## config.mk

```make
export PLATFORM = sky130hd
export DESIGN_NAME = center_crop_rgb565_to_rgb888
export DESIGN_NICKNAME = d
export VERILOG_FILES = /design/src/rtl/ccrop_pkg.sv /design/src/rtl/center_crop_rgb565_to_rgb888.sv /design/src/rtl/ccrop_cfg.sv /design/src/rtl/ccrop_front.sv /design/src/rtl/ccrop_queue.sv /design/src/rtl/ccrop_back.sv
export SDC_FILE = /design/constraint.sdc
export NUM_CORES = 1
export LEC_CHECK = 0
export BUFFER_PORTS_ARGS = -buffer_cell sky130_fd_sc_hd__buf_2
export CAP_MARGIN = 0
export CORE_ASPECT_RATIO = 0.75
export CORE_UTILIZATION = 60
export DETAILED_ROUTE_END_ITERATION = 12
export GPL_TIMING_DRIVEN = 0
export PLACE_DENSITY_LB_ADDON = 0.25
export SLEW_MARGIN = 10
export SYNTH_ARGS = -nofsm -noshare
export SYNTH_HDL_FRONTEND = slang
export SYNTH_SLANG_ARGS = --single-unit
export TNS_END_PERCENT = 20
```

## constraint.sdc

```tcl
create_clock -name clk -period 26.3 [get_ports clk]
set_clock_uncertainty 0.1 [all_clocks]
set_input_delay 1.315 -clock clk [delete_from_list [all_inputs] [get_ports clk]]
set_output_delay 1.315 -clock clk [all_outputs]
set_load 0.01 [all_outputs]
```

## src/rtl/ccrop_pkg.sv

```systemverilog
// ccrop_pkg: shared types, register codes and channel scaling for the centre crop block
// no dependencies; imported by every module of the block

package ccrop_pkg;

    // configuration port geometry
    localparam int PADDR_W = 4;
    localparam int PDATA_W = 32;

    // register indexes, taken from paddr[3:2]
    localparam logic [1:0] REG_FRAME_WIDTH  = 2'd0;
    localparam logic [1:0] REG_FRAME_HEIGHT = 2'd1;
    localparam logic [1:0] REG_CROP_SIDE    = 2'd2;

    // register reset values
    localparam logic [11:0] FRAME_WIDTH_RST  = 12'd320;
    localparam logic [11:0] FRAME_HEIGHT_RST = 12'd240;
    localparam logic [8:0]  CROP_SIDE_RST    = 9'd64;

    // stream marker bytes
    localparam logic [7:0] HDR_BYTE0 = 8'hFF;
    localparam logic [7:0] HDR_BYTE1 = 8'hAA;
    localparam logic [7:0] FTR_BYTE0 = 8'hBB;
    localparam logic [7:0] FTR_BYTE1 = 8'hFF;

    // depth of the queue between front and back
    localparam int QUEUE_DEPTH = 2;
    localparam int QPTR_W      = (QUEUE_DEPTH > 1) ? $clog2(QUEUE_DEPTH) : 1;

    // configuration register contents
    typedef struct packed {
        logic [11:0] frame_width;
        logic [11:0] frame_height;
        logic [8:0]  crop_side;
    } cfg_t;

    // one kept pixel with its framing marks
    typedef struct packed {
        logic [4:0] red;
        logic [5:0] green;
        logic [4:0] blue;
        logic       head;
        logic       foot;
    } pix_entry_t;

    // which byte of a kept pixel is on the result port
    typedef enum logic [2:0] {
        SEL_HDR0,
        SEL_HDR1,
        SEL_RED,
        SEL_GREEN,
        SEL_BLUE,
        SEL_FTR0,
        SEL_FTR1
    } byte_sel_t;

    // c*255/31 truncated: 8c plus floor(7c/31)
    function automatic logic [7:0] scale5(input logic [4:0] c);
        logic [7:0] p7;
        logic [2:0] q;
        p7 = 8'(c) * 8'd7;
        q  = 3'd0;
        for (int k = 1; k <= 7; k++) begin
            if (p7 >= 8'(31 * k)) begin
                q = q + 3'd1;
            end
        end
        return {c, 3'b000} + 8'(q);
    endfunction

    // c*255/63 truncated: 4c plus floor(c/21)
    function automatic logic [7:0] scale6(input logic [5:0] c);
        logic [1:0] q;
        q = 2'd0;
        if (c >= 6'd21) q = q + 2'd1;
        if (c >= 6'd42) q = q + 2'd1;
        if (c >= 6'd63) q = q + 2'd1;
        return {c, 2'b00} + 8'(q);
    endfunction

endpackage

```

## src/rtl/center_crop_rgb565_to_rgb888.sv

```systemverilog
// center_crop_rgb565_to_rgb888: top level of the centre crop and rgb565 to rgb888 converter
// depends on ccrop_pkg, ccrop_cfg, ccrop_front, ccrop_queue, ccrop_back

// Pixels arrive in raster order, one per item; the front tracks column and row, keeps those
// inside the centred square window and places them in a two-entry queue, so an item is taken
// every cycle while the queue has room. Pixels outside the window give no result. Each kept
// pixel leaves as bytes on the byte-wide result port, one per cycle while pop is held: three
// for r, g, b, five with the FF AA header or BB FF footer, seven with both. Configuration
// takes effect on the next item; write it only while the block is idle.

module center_crop_rgb565_to_rgb888
    import ccrop_pkg::*;
#(
    parameter int MAX_DIM_BITS = 11
)
(
    input  logic               clk,
    input  logic               rst_n,
    // configuration port
    input  logic               psel,
    input  logic               penable,
    input  logic               pwrite,
    input  logic [PADDR_W-1:0] paddr,
    input  logic [PDATA_W-1:0] pwdata,
    output logic [PDATA_W-1:0] prdata,
    output logic               pready,
    // pixel input
    input  logic               push,
    output logic               full,
    input  logic [15:0]        pixel,
    input  logic               frame_start,
    // byte output
    output logic               empty,
    input  logic               pop,
    output logic [7:0]         out_byte,
    output logic               last
);

    cfg_t       cfg;
    logic       accept;
    logic       keep;
    pix_entry_t front_entry;
    pix_entry_t head;
    logic       head_valid;
    logic       deq;

    assign accept = push && !full;

    // register file
    ccrop_cfg u_cfg (
        .clk     (clk),
        .rst_n   (rst_n),
        .psel    (psel),
        .penable (penable),
        .pwrite  (pwrite),
        .paddr   (paddr),
        .pwdata  (pwdata),
        .prdata  (prdata),
        .pready  (pready),
        .cfg     (cfg)
    );

    // position tracking and classification
    ccrop_front #(
        .MAX_DIM_BITS (MAX_DIM_BITS)
    ) u_front (
        .clk         (clk),
        .rst_n       (rst_n),
        .cfg         (cfg),
        .accept      (accept),
        .pixel       (pixel),
        .frame_start (frame_start),
        .keep        (keep),
        .entry       (front_entry)
    );

    // kept pixel queue
    ccrop_queue u_queue (
        .clk        (clk),
        .rst_n      (rst_n),
        .enq        (accept && keep),
        .enq_entry  (front_entry),
        .deq        (deq),
        .head       (head),
        .head_valid (head_valid),
        .full       (full)
    );

    // byte sequencer
    ccrop_back u_back (
        .clk        (clk),
        .rst_n      (rst_n),
        .head       (head),
        .head_valid (head_valid),
        .pop        (pop),
        .out_byte   (out_byte),
        .last       (last),
        .empty      (empty),
        .deq        (deq)
    );

endmodule

```

## src/rtl/ccrop_cfg.sv

```systemverilog
// ccrop_cfg: apb-style register file holding frame size and crop side
// depends on ccrop_pkg

module ccrop_cfg
    import ccrop_pkg::*;
(
    input  logic               clk,
    input  logic               rst_n,
    input  logic               psel,
    input  logic               penable,
    input  logic               pwrite,
    input  logic [PADDR_W-1:0] paddr,
    input  logic [PDATA_W-1:0] pwdata,
    output logic [PDATA_W-1:0] prdata,
    output logic               pready,
    output cfg_t               cfg
);

    logic [11:0] frame_width_reg;
    logic [11:0] frame_height_reg;
    logic [8:0]  crop_side_reg;
    logic        wr_en;
    logic [1:0]  reg_idx;

    assign pready  = 1'b1;
    assign wr_en   = psel && penable && pwrite;
    assign reg_idx = paddr[3:2];

    // register writes
    always_ff @(posedge clk or negedge rst_n)
    begin
        if (!rst_n)
        begin
            frame_width_reg  <= FRAME_WIDTH_RST;
            frame_height_reg <= FRAME_HEIGHT_RST;
            crop_side_reg    <= CROP_SIDE_RST;
        end
        else if (wr_en)
        begin
            unique case (reg_idx)
                REG_FRAME_WIDTH:  frame_width_reg  <= pwdata[11:0];
                REG_FRAME_HEIGHT: frame_height_reg <= pwdata[11:0];
                REG_CROP_SIDE:    crop_side_reg    <= pwdata[8:0];
                default: ;
            endcase
        end
    end

    // read mux
    always_comb
    begin
        unique case (reg_idx)
            REG_FRAME_WIDTH:  prdata = PDATA_W'(frame_width_reg);
            REG_FRAME_HEIGHT: prdata = PDATA_W'(frame_height_reg);
            REG_CROP_SIDE:    prdata = PDATA_W'(crop_side_reg);
            default:          prdata = '0;
        endcase
    end

    assign cfg.frame_width  = frame_width_reg;
    assign cfg.frame_height = frame_height_reg;
    assign cfg.crop_side    = crop_side_reg;

endmodule

```

## src/rtl/ccrop_front.sv

```systemverilog
// ccrop_front: raster position tracking and window classification of each pixel
// depends on ccrop_pkg

module ccrop_front
    import ccrop_pkg::*;
#(
    parameter int MAX_DIM_BITS = 11
)
(
    input  logic       clk,
    input  logic       rst_n,
    input  cfg_t       cfg,
    input  logic       accept,
    input  logic [15:0] pixel,
    input  logic       frame_start,
    output logic       keep,
    output pix_entry_t entry
);

    // dimension width holds 2^MAX_DIM_BITS; calc width also holds the raw register
    localparam int DW = MAX_DIM_BITS + 1;
    localparam int CW = (DW > 12) ? DW : 12;
    localparam logic [CW-1:0] LIMIT = CW'(1) << MAX_DIM_BITS;
    localparam logic [CW-1:0] ONE   = CW'(1);

    logic [MAX_DIM_BITS-1:0] col_reg, col_next;
    logic [MAX_DIM_BITS-1:0] row_reg, row_next;

    logic [CW-1:0] w_raw, h_raw, side_raw;
    logic [CW-1:0] w, h, side_a, side_b, side;
    logic [CW-1:0] sx, sy, ex, ey;
    logic [CW-1:0] col, row, col_inc, row_inc;
    logic          in_x, in_y;

    // clamp dimensions and window side
    always_comb
    begin
        w_raw    = CW'(cfg.frame_width);
        h_raw    = CW'(cfg.frame_height);
        side_raw = CW'(cfg.crop_side);
        w = (w_raw == '0) ? ONE : ((w_raw > LIMIT) ? LIMIT : w_raw);
        h = (h_raw == '0) ? ONE : ((h_raw > LIMIT) ? LIMIT : h_raw);
        side_a = (side_raw == '0) ? ONE : side_raw;
        side_b = (side_a > w) ? w : side_a;
        side   = (side_b > h) ? h : side_b;
        sx = (w - side) >> 1;
        sy = (h - side) >> 1;
        ex = sx + side;
        ey = sy + side;
    end

    // position of this pixel and window test
    always_comb
    begin
        col  = frame_start ? '0 : CW'(col_reg);
        row  = frame_start ? '0 : CW'(row_reg);
        in_x = (col >= sx) && (col < ex);
        in_y = (row >= sy) && (row < ey);
        keep = in_x && in_y;
        entry.red   = pixel[15:11];
        entry.green = pixel[10:5];
        entry.blue  = pixel[4:0];
        entry.head  = (col == sx) && (row == sy);
        entry.foot  = (col == ex - ONE) && (row == ey - ONE);
    end

    // advance raster position, wrap at frame edges
    always_comb
    begin
        col_inc = col + ONE;
        row_inc = row + ONE;
        if (col_inc >= w)
        begin
            col_next = '0;
            row_next = (row_inc >= h) ? '0 : row_inc[MAX_DIM_BITS-1:0];
        end
        else
        begin
            col_next = col_inc[MAX_DIM_BITS-1:0];
            row_next = row[MAX_DIM_BITS-1:0];
        end
    end

    always_ff @(posedge clk or negedge rst_n)
    begin
        if (!rst_n)
        begin
            col_reg <= '0;
            row_reg <= '0;
        end
        else if (accept)
        begin
            col_reg <= col_next;
            row_reg <= row_next;
        end
    end

endmodule

```

## src/rtl/ccrop_queue.sv

```systemverilog
// ccrop_queue: short queue of kept pixels between front and back
// depends on ccrop_pkg

module ccrop_queue
    import ccrop_pkg::*;
(
    input  logic       clk,
    input  logic       rst_n,
    input  logic       enq,
    input  pix_entry_t enq_entry,
    input  logic       deq,
    output pix_entry_t head,
    output logic       head_valid,
    output logic       full
);

    pix_entry_t          mem [QUEUE_DEPTH];
    logic [QPTR_W-1:0]   wr_ptr_reg, rd_ptr_reg;
    logic [QPTR_W:0]     count_reg;

    assign head_valid = (count_reg != '0);
    assign full       = (count_reg == (QPTR_W + 1)'(QUEUE_DEPTH));
    assign head       = mem[rd_ptr_reg];

    // entry storage
    always_ff @(posedge clk)
    begin
        if (enq)
        begin
            mem[wr_ptr_reg] <= enq_entry;
        end
    end

    // pointers and fill count
    always_ff @(posedge clk or negedge rst_n)
    begin
        if (!rst_n)
        begin
            wr_ptr_reg <= '0;
            rd_ptr_reg <= '0;
            count_reg  <= '0;
        end
        else
        begin
            if (enq)
            begin
                wr_ptr_reg <= (wr_ptr_reg == QPTR_W'(QUEUE_DEPTH - 1)) ? '0
                                                                       : wr_ptr_reg + 1'b1;
            end
            if (deq)
            begin
                rd_ptr_reg <= (rd_ptr_reg == QPTR_W'(QUEUE_DEPTH - 1)) ? '0
                                                                       : rd_ptr_reg + 1'b1;
            end
            if (enq && !deq)
            begin
                count_reg <= count_reg + 1'b1;
            end
            else if (deq && !enq)
            begin
                count_reg <= count_reg - 1'b1;
            end
        end
    end

endmodule

```

## src/rtl/ccrop_back.sv

```systemverilog
// ccrop_back: byte sequencer turning each queued pixel into header, rgb888 and footer bytes
// depends on ccrop_pkg

module ccrop_back
    import ccrop_pkg::*;
(
    input  logic       clk,
    input  logic       rst_n,
    input  pix_entry_t head,
    input  logic       head_valid,
    input  logic       pop,
    output logic [7:0] out_byte,
    output logic       last,
    output logic       empty,
    output logic       deq
);

    byte_sel_t sel_reg, sel_next;
    logic      started_reg, started_next;
    byte_sel_t first_sel, final_sel, cur_sel;
    logic      take;

    assign empty = !head_valid;
    assign take  = pop && head_valid;

    // byte range of the current item
    always_comb
    begin
        first_sel = head.head ? SEL_HDR0 : SEL_RED;
        final_sel = head.foot ? SEL_FTR1 : SEL_BLUE;
        cur_sel   = started_reg ? sel_reg : first_sel;
        deq       = take && (cur_sel == final_sel);
    end

    // next byte selection
    always_comb
    begin
        sel_next     = sel_reg;
        started_next = started_reg;
        if (take)
        begin
            if (cur_sel == final_sel)
            begin
                started_next = 1'b0;
            end
            else
            begin
                started_next = 1'b1;
                unique case (cur_sel)
                    SEL_HDR0:  sel_next = SEL_HDR1;
                    SEL_HDR1:  sel_next = SEL_RED;
                    SEL_RED:   sel_next = SEL_GREEN;
                    SEL_GREEN: sel_next = SEL_BLUE;
                    SEL_BLUE:  sel_next = SEL_FTR0;
                    SEL_FTR0:  sel_next = SEL_FTR1;
                    default:   sel_next = SEL_FTR1;
                endcase
            end
        end
    end

    always_ff @(posedge clk or negedge rst_n)
    begin
        if (!rst_n)
        begin
            sel_reg     <= SEL_HDR0;
            started_reg <= 1'b0;
        end
        else
        begin
            sel_reg     <= sel_next;
            started_reg <= started_next;
        end
    end

    // result byte mux
    always_comb
    begin
        last = 1'b0;
        unique case (cur_sel)
            SEL_HDR0:  out_byte = HDR_BYTE0;
            SEL_HDR1:  out_byte = HDR_BYTE1;
            SEL_RED:   out_byte = scale5(head.red);
            SEL_GREEN: out_byte = scale6(head.green);
            SEL_BLUE:  out_byte = scale5(head.blue);
            SEL_FTR0:  out_byte = FTR_BYTE0;
            SEL_FTR1:
            begin
                out_byte = FTR_BYTE1;
                last     = 1'b1;
            end
            default:   out_byte = '0;
        endcase
    end

endmodule

```

==> results_dict.tcl, run 1 <==
set metrics [dict create \
    htree_levels 3 \
    holdCritStartpoint "u_front.col_reg[10]$_DFFE_PN0P_" \
    start_util_pct 61.1 \
    areaGrowthSynthToFinish_pct 8.97 \
    postSynthRegisterBits 99 \
    p_sw_mw 0.827 \
    peakVddDrop_mv 0.155 \
    grt_overflow 0 \
    place_congestion 0.959 \
    port_buffers 58 \
    slew_violations 0 \
    drive_gt1_share_pct 12.3 \
    synth.area.top_cells "ha_1 (18%), dfrtp_1 (12%), edfxtp_1 (9.2%)" \
    die_h_um 123 \
    max_cap_violations 0 \
    finalWirelength_mm 30.6 \
    yosysMostFrequentCell "ha_1" \
    tightest_slew_ns 0.883 \
    worstHoldPathType "register to register" \
    placementRows 44 \
    grt_usage_pct 31.4 \
    drc 0 \
    cp_common_cell "ha_1" \
    crit_type "register to register" \
    grt_pass1_vias 9831 \
    worst_path_max_delay_cell "and2_1" \
    synth_cell_types 77 \
    synth_flop_cell "dfrtp_1" \
    num_vias 10207 \
    drtIter0Drc 957 \
    timing.final.crit_share_pct 44.5 \
    reg2reg_slack_ns 14.60 \
    cp.arrival_ns 11.58 \
    grt_pass1_wl_mm 49.5 \
    rr_worst_depth 35 \
    status "finished clean" \
    path_delay_family "compound AO/OA/AOI/OAI gates" \
    rsz0062_at_grt "false" \
    hold_end "u_front.col_reg[10]$_DFFE_PN0P_" \
    fin_util_pct 66.5 \
    period_needed_ns 11.70 \
    finalSetupViolCount 0 \
    clkSinkCount 99 \
    synth_commonest_cells "ha_1 (168), inv_1 (115), nand2_1 (114)" \
    r2r-start "u_cfg.frame_width_reg[2]$_DFFE_PN0P_" \
    cts_root_buf "clkbuf_16" \
    cp_max_fo 18 \
    dp_cells 1689 \
    cp.required_ns 26.18 \
    power.share.clock_pct 9.1 \
    switching_share_pct 52.0 \
    largest_reg_flops 36 \
    finalHoldViolCount 0 \
    critPathMaxStageDelay_ns 0.78 \
    clk_path_buf_depth 2 \
    io_pins 104 \
    cts_tree "done" \
    intPower_mw 0.763 \
    powerDensity_mw_per_mm2 124 \
    ys_warn_count 0 \
    final_nets 1689 \
    path_buf_inv 4 \
    post_cts_buffers 0 \
    p_seq_share_pct 12.4 \
    post_cts_resized 0 \
    drt-vias-per-instance 5.99 \
    grt_max_degree 52 \
    hold_buffers 0 \
    die_area_mm2 0.0202 \
    synth_edf_count 36 \
    maxSlewHeadroom_pct 41.1 \
    yosysSeqAreaShare_pct 22.6 \
    dp_hpwl_mm 24.7 \
    syn-instance-count 1354 \
    drt_first_pass_iters 6 \
    wire_per_inst_um 17.9 \
    clkLatencyLatePin_ns 0.36 \
    synth_top_area_share_pct 17.8 \
    synthesis.area_mm2 0.0118 \
    cellLeakagePower_nw 6.21 \
    antenna_found_initial 0 \
    ant_nets 0 \
    async_reset_ff_share_pct 63.6 \
    fin_cells 1705 \
    core_area_mm2 0.0193 \
    syn_area_per_cell_um2 8.71 \
    floorplan.die.width_um 164 \
    r2r_end "u_queue.mem[1][1]$_DFFE_PP_" \
    fmax_mhz 85.5 \
    fin_tns_setup_ns 0 \
    diodes 0 \
    critPathLaunchType "register" \
    holdPathStages 1 \
    synth_largest_area_cell "ha_1" \
    numCtsBuffers 9 \
    cp-end-kind "register" \
    comb_power_share_pct 78.5 \
    clk_pin_slew_worst_paths_ns 0.07 \
]
## placed cells by master, fill, tap and decap left out, drive strengths merged, types with 10 or more instances in the layout
master	count
and2	13
nor2	74
o21ai	70
inv	117
ha	168
conb	24
dfrtp	56
a21oi	72
xnor2	62
buf	85
nand2b	21
nand4	15
a22o	10
nor3	25
a21o	47
nor4	12
o211ai	13
and3	10
fa	14
clkbuf	47
edfxtp	36
nand2	114
mux2	46
nor2b	38
xor2	42
mux2i	40
nand3	46
o21a	18
## metal layers
metal	vias up	track usage [%]	routed length, um
met2	370	53.6	14100
met5	-	0	0
met4	0	7.00	486
li1	4979	-	-
met3	47	5.30	2020
met1	4811	41.7	14000
## power groups by stage
| stage | Combinational, mW | Clock [mW] | Sequential [mW] |
|---|---|---|---|
| 2_1_floorplan | 0.965 | 0 | 0.190 |
| 3_3_place_gp | 1.18 | 0 | 0.199 |
| 3_5_place_dp | 1.21 | 0 | 0.199 |
| 4_1_cts | 1.23 | 0.145 | 0.196 |
| 5_1_grt | 1.38 | 0.151 | 0.199 |
| 6_report | 1.25 | 0.144 | 0.198 |
## area by class of cell
class,count,area [um2]
multi-input cells,1100,8470
inverters,115,432
repair buffers,60,335
flip-flops and latches,99,2670
well taps,253,317
clock buffers,10,239
clock inverters,6,82.6
fillers,1582,6460
plain buffers,62,313
## worst max-delay path by stage
stage                                                     from                     endpoint  slack (ns)  depth (start not counted)
after floorplan           u_cfg.frame_width_reg[2]$_DFFE_PN0P_  u_queue.mem[0][0]$_DFFE_PP_       16.80                         39
after global placement    u_cfg.frame_width_reg[2]$_DFFE_PN0P_  u_queue.mem[0][1]$_DFFE_PP_       14.51                         39
after detailed placement  u_cfg.frame_width_reg[2]$_DFFE_PN0P_  u_queue.mem[1][1]$_DFFE_PP_       14.91                         39
after CTS                 u_cfg.frame_width_reg[2]$_DFFE_PN0P_  u_queue.mem[1][1]$_DFFE_PP_       14.84                         39
after global routing      u_cfg.frame_width_reg[2]$_DFFE_PN0P_  u_queue.mem[1][1]$_DFFE_PP_       13.81                         37
final                     u_cfg.frame_width_reg[2]$_DFFE_PN0P_  u_queue.mem[1][1]$_DFFE_PP_       14.60                         35
## through the flow
step	hold WS (ns)	instance area (um2)	setup slack [ns]	total power [mW]
finish	0.388	12900	14.60	1.59
global route	0.396	12900	13.81	1.73
CTS	0.387	12900	14.84	1.57
detailed placement	0.366	12500	14.91	1.41
global placement	0.368	12500	14.51	1.38
floorplan	0.349	11900	16.80	1.16
## worst register-to-register path, delay by kind of cell (launching register included)
kind                       cells  cell delay, ns
muxes                          1            0.34
buffers and inverters          4            1.14
xor gates and xnor gates       1            0.19
adders and majority gates      6            1.86
DFF                            1            0.43
AOI/OAI and AO/OA             13            4.20
and+or+nand+nor               10            3.01
## cell families (layout without fill, tap and decap cells)
logic type	after synthesis	count (layout)	synth area share [%]
AO/OA/AOI/OAI	306	306	17.6
XOR/XNOR	108	108	8.77
adder cells (fa/ha/maj)	183	183	20.3
buffers and inverters	177	253	6.31
flip-flops	99	99	22.6
multiplexers	86	86	7.78
other	2	24	0.0636
AND/OR/NAND/NOR	393	393	16.6
Power figures use the tool's default switching activity.
==> run 2, diff against run 1 <==
clock period = 11.2 ns   (was 26.3 ns; I/O delays follow)
==> results_dict.tcl, run 2 (synthesis results as in run 1) <==
set metrics [dict create \
    status "finished clean" \
    critPathMaxStageDelay_ns 0.46 \
    power_mw 3.75 \
    largest_reg_flops 36 \
    grt_max_degree 52 \
    grt_overflow 0 \
    grt_pass1_vias 9837 \
    floorplan.die.width_um 164 \
    start_util_pct 61.1 \
    fin_util_pct 66.9 \
    finalWirelength_mm 30.6 \
    ant_nets 0 \
    dp_cells 1689 \
    dp_hpwl_mm 24.7 \
    port_buffers 58 \
    finalHoldViolCount 0 \
    holdPathStages 1 \
    crit_type "register to register" \
    clk_pin_slew_worst_paths_ns 0.08 \
    crit_start "u_cfg.frame_width_reg[2]$_DFFE_PN0P_" \
    tightest_slew_ns 0.868 \
    wire_per_inst_um 17.9 \
    cts_root_buf "clkbuf_16" \
    maxSlewHeadroom_pct 42.0 \
    clkLatencyLatePin_ns 0.36 \
    place_congestion 0.959 \
    antenna_found_initial 0 \
    core_area_mm2 0.0193 \
    timing.final.crit_share_pct 94.1 \
    rr_worst_depth 41 \
    drt_first_pass_iters 6 \
    io_pins 104 \
    drive_gt1_share_pct 12.9 \
    clk_path_buf_depth 2 \
    fin_cells 1708 \
    fillCellCount 1578 \
    fmax_mhz 94.8 \
    drtIter0Drc 863 \
    critPathLaunchType "register" \
    num_vias 10212 \
    max_cap_violations 0 \
    grt_pass1_wl_mm 49.6 \
    grt_usage_pct 31.5 \
    drc 0 \
    cp.required_ns 11.16 \
    worstHoldPathType "input pin to register" \
    peakVddDrop_mv 0.366 \
    reg2reg_slack_ns 0.66 \
    mostFrequentLayoutCells "ha_1 (168), inv_1 (115), nand2_1 (114)" \
    cellLeakagePower_nw 6.23 \
    cp_max_fo 16 \
    r2r_end "u_queue.mem[0][1]$_DFFE_PP_" \
    crit_path_end "u_queue.mem[0][1]$_DFFE_PP_" \
    cp.arrival_ns 10.50 \
    cts_tree "done" \
    clkSinkCount 99 \
    cp-end-kind "register" \
    powerDensity_mw_per_mm2 290 \
    die_h_um 123 \
    die_area_mm2 0.0202 \
    numCtsBuffers 9 \
    final_nets 1692 \
    htree_levels 3 \
    finalSetupViolCount 0 \
    period_needed_ns 10.54 \
    areaGrowthSynthToFinish_pct 9.54 \
    slew_violations 0 \
    r2r-start "u_cfg.frame_width_reg[2]$_DFFE_PN0P_" \
    worst_path_max_delay_cell "a221oi_1" \
    drt-vias-per-instance 5.98 \
    placementRows 44 \
    final_common_cell "ha_1" \
    diodes 0 \
    cp_common_cell "o21ai_0" \
]
[run 2: timing repair]
item | in CTS | in global routing
endpoints found under the setup margin | 18 | 41
hold buffers | 1 | 0
pin swaps | 0 | 1
setup buffers | 0 | 2
hold endpoints to repair | 11 | 0
resized for setup | 1 | 14
[run 2: final cells by class]
type	instances	area (um2)	area share (%)
well taps	253	317	2.45
repair buffers	63	360	2.79
clock inverters	6	82.6	0.639
multi-input cells	1100	8510	65.9
inverters	115	432	3.34
clock buffers	10	239	1.85
flip-flops and latches	99	2670	20.6
plain buffers	62	317	2.45
[run 2: worst min-delay path by stage]
stage | start | endpoint
2_1_floorplan | rst_n | u_back.sel_reg[0]$_DFFE_PN0P_
3_3_place_gp | u_queue.wr_ptr_reg$_DFFE_PN0P_ | u_queue.wr_ptr_reg$_DFFE_PN0P_
3_5_place_dp | rst_n | u_cfg.crop_side_reg[3]$_DFFE_PN0P_
4_1_cts | pixel[3] | u_queue.mem[1][5]$_DFFE_PP_
5_1_grt | pixel[3] | u_queue.mem[1][5]$_DFFE_PP_
6_report | pixel[10] | u_queue.mem[0][12]$_DFFE_PP_
[run 2: where the power goes]
group	internal (mW)	switching (mW)	total, mW
combinational	1.20	1.74	2.94
clock	0.184	0.155	0.339
sequential	0.412	0.0533	0.465
total	1.80	1.95	3.75
[run 2: worst max-delay path: cells and delay by family, from the launching register on]
family,cells,cell delay (ns)
AOI/OAI and AO/OA,17,4.01
adders and majority gates,6,2.04
and+or+nand+nor,9,1.70
buffers and inverters,6,1.11
xor gates and xnor gates,2,0.53
DFF,1,0.44
muxes,1,0.29
[run 2: routing by layer]
layer | GRT usage [%] | vias to the layer above | share of wire [%]
met1 | 41.8 | 4805 | 45
li1 | - | 4987 | -
met5 | 0 | - | 0
met2 | 53.7 | 373 | 46
met4 | 7.00 | 0 | 1.7
met3 | 5.30 | 47 | 6.9
[run 2: per-stage QoR]
step	setup TNS [ns]	area, um2	hold slack, ns	setup slack (ns)
6_report	0	12900	0.293	0.657
5_1_grt	-0.461	12900	0.285	-0.0352
3_5_place_dp	-3.43	12500	0.322	-0.192
3_3_place_gp	-10.54	12500	0.368	-0.587
2_1_floorplan	0	11900	0.164	1.70
4_1_cts	0	12900	0.290	0.0195
==> run 3, diff against run 2 <==
CELL_PAD_IN_SITES_DETAIL_PLACEMENT = 0   (was not set)
CELL_PAD_IN_SITES_GLOBAL_PLACEMENT = 1   (was not set)
CORE_UTILIZATION = 47   (was 60)
==> results_dict.tcl, run 3 (synthesis results as in run 1) <==
set metrics [dict create \
    status "finished clean" \
    setup_ws_ns 0.606 \
    cp_max_fo 11 \
    grt_pass1_wl_mm 52.0 \
    final_area_mm2 0.0130 \
    port_buffers 58 \
    cp-end-kind "register" \
    maxSlewHeadroom_pct 26.5 \
    clk_path_buf_depth 2 \
    ant_nets 0 \
    clk_pin_slew_worst_paths_ns 0.07 \
    peakVddDrop_mv 0.327 \
    antenna_found_initial 0 \
    drtIter0Drc 693 \
    finalSetupViolCount 0 \
    cp_common_cell "ha_1" \
    worst_path_max_delay_cell "dfrtp_1" \
    clkSinkCount 99 \
    max_cap_violations 0 \
    critPathLaunchType "register" \
    placementRows 49 \
    cts_root_buf "clkbuf_16" \
    tightest_slew_ns 1.10 \
    drt_first_pass_iters 5 \
    grt_max_degree 45 \
    wire_per_inst_um 18.0 \
    grt_pass1_vias 9592 \
    finalWirelength_mm 32.1 \
    drc 0 \
    power_mw 3.74 \
    cellLeakagePower_nw 6.23 \
    htree_levels 3 \
    final_common_cell "ha_1" \
    worstHoldPathType "input pin to register" \
    crit_type "register to register" \
    path_buf_inv 6 \
    floorplan.die.width_um 185 \
    timing.final.crit_share_pct 94.6 \
    path_delay_family "compound AO/OA/AOI/OAI gates" \
    period_needed_ns 10.59 \
    areaGrowthSynthToFinish_pct 10.4 \
    mostFrequentLayoutCells "ha_1 (168), inv_1 (115), nand2_1 (114)" \
    numCtsBuffers 9 \
    fin_util_pct 53.6 \
    r2r-start "u_cfg.frame_width_reg[1]$_DFFE_PN0P_" \
    holdCritStartpoint "pixel[14]" \
    num_vias 9925 \
    die_area_mm2 0.0258 \
    die_h_um 139 \
    grt_overflow 0 \
    largest_reg_flops 36 \
    place_area_mm2 0.0126 \
    clkLatencyLatePin_ns 0.37 \
    powerDensity_mw_per_mm2 287 \
    final_nets 1691 \
    io_pins 104 \
    core_area_mm2 0.0243 \
    critPathMaxStageDelay_ns 0.44 \
    slew_violations 0 \
    rsz0062_at_grt "false" \
    fmax_mhz 94.4 \
    start_util_pct 48.6 \
    finalHoldViolCount 0 \
    cts_tree "done" \
    dp_hpwl_mm 26.3 \
    drt-vias-per-instance 5.56 \
    cp.arrival_ns 10.57 \
    diodes 0 \
    place_congestion 0.897 \
    grt_usage_pct 25.9 \
    cp.required_ns 11.17 \
    dp_slack_ns -0.215 \
    drive_gt1_share_pct 12.9 \
    crit_start "u_cfg.frame_width_reg[1]$_DFFE_PN0P_" \
]
==> run 3: path summary, 6_finish.rpt <==
kind / to / slack [ns] / depth (start not counted)
max: u_queue.mem[0][9]$_DFFE_PP_ / 0.61 / 40
min: u_queue.mem[0][16]$_DFFE_PP_ / 0.29 / 1
max reg2reg: u_queue.mem[0][9]$_DFFE_PP_ / 0.61 / 40
min reg2reg: u_front.col_reg[10]$_DFFE_PN0P_ / 0.39 / 1
max in group asynchronous: u_cfg.frame_width_reg[8]$_DFFE_PN1P_ / 9.87 / 3
min in group asynchronous: u_cfg.frame_width_reg[3]$_DFFE_PN0P_ / 0.55 / 2
==> run 3: area by class of cell <==
cell class / instances / area [um2]
Buffer: 62 / 317
Clock buffer: 10 / 239
Clock inverter: 6 / 70.1
Fill cell: 2354 / 11300
Inverter: 115 / 432
Multi-Input combinational cell: 1100 / 8520
Sequential cell: 99 / 2670
Tap cell: 331 / 414
Timing Repair Buffer: 62 / 365
==> run 3: layer usage <==
layer,up-vias,part of all wire [%],track usage [%]
met4,0,1.3,4.44
met2,200,44,41.5
met3,26,4.5,4.63
met5,-,0,0
li1,4993,-,-
met1,4706,50,36.8
==> run 3: timing repair <==
action                                  CTS  global route
resized for setup                         2            14
setup buffers                             0             1
endpoints found under the setup margin   29            41
endpoints found under the hold margin    19             0
hold buffers                              1             0
==> run 3: stage by stage <==
stage | TNS (ns) | hold WS, ns | cells
floorplan | 0 | 0.164 | 1376
global placement | -16.34 | 0.367 | 1765
detailed placement | -4.81 | 0.367 | 1767
CTS | 0 | 0.277 | 1784
global route | 0 | 0.275 | 1785
finish | 0 | 0.288 | 1785
==> run 3: where the power goes <==
part / switching, mW / internal [mW] / leakage [nW]
clock: 0.149 / 0.181 / 0.147
combinational: 1.75 / 1.20 / 4.96
sequential: 0.0536 / 0.412 / 1.13
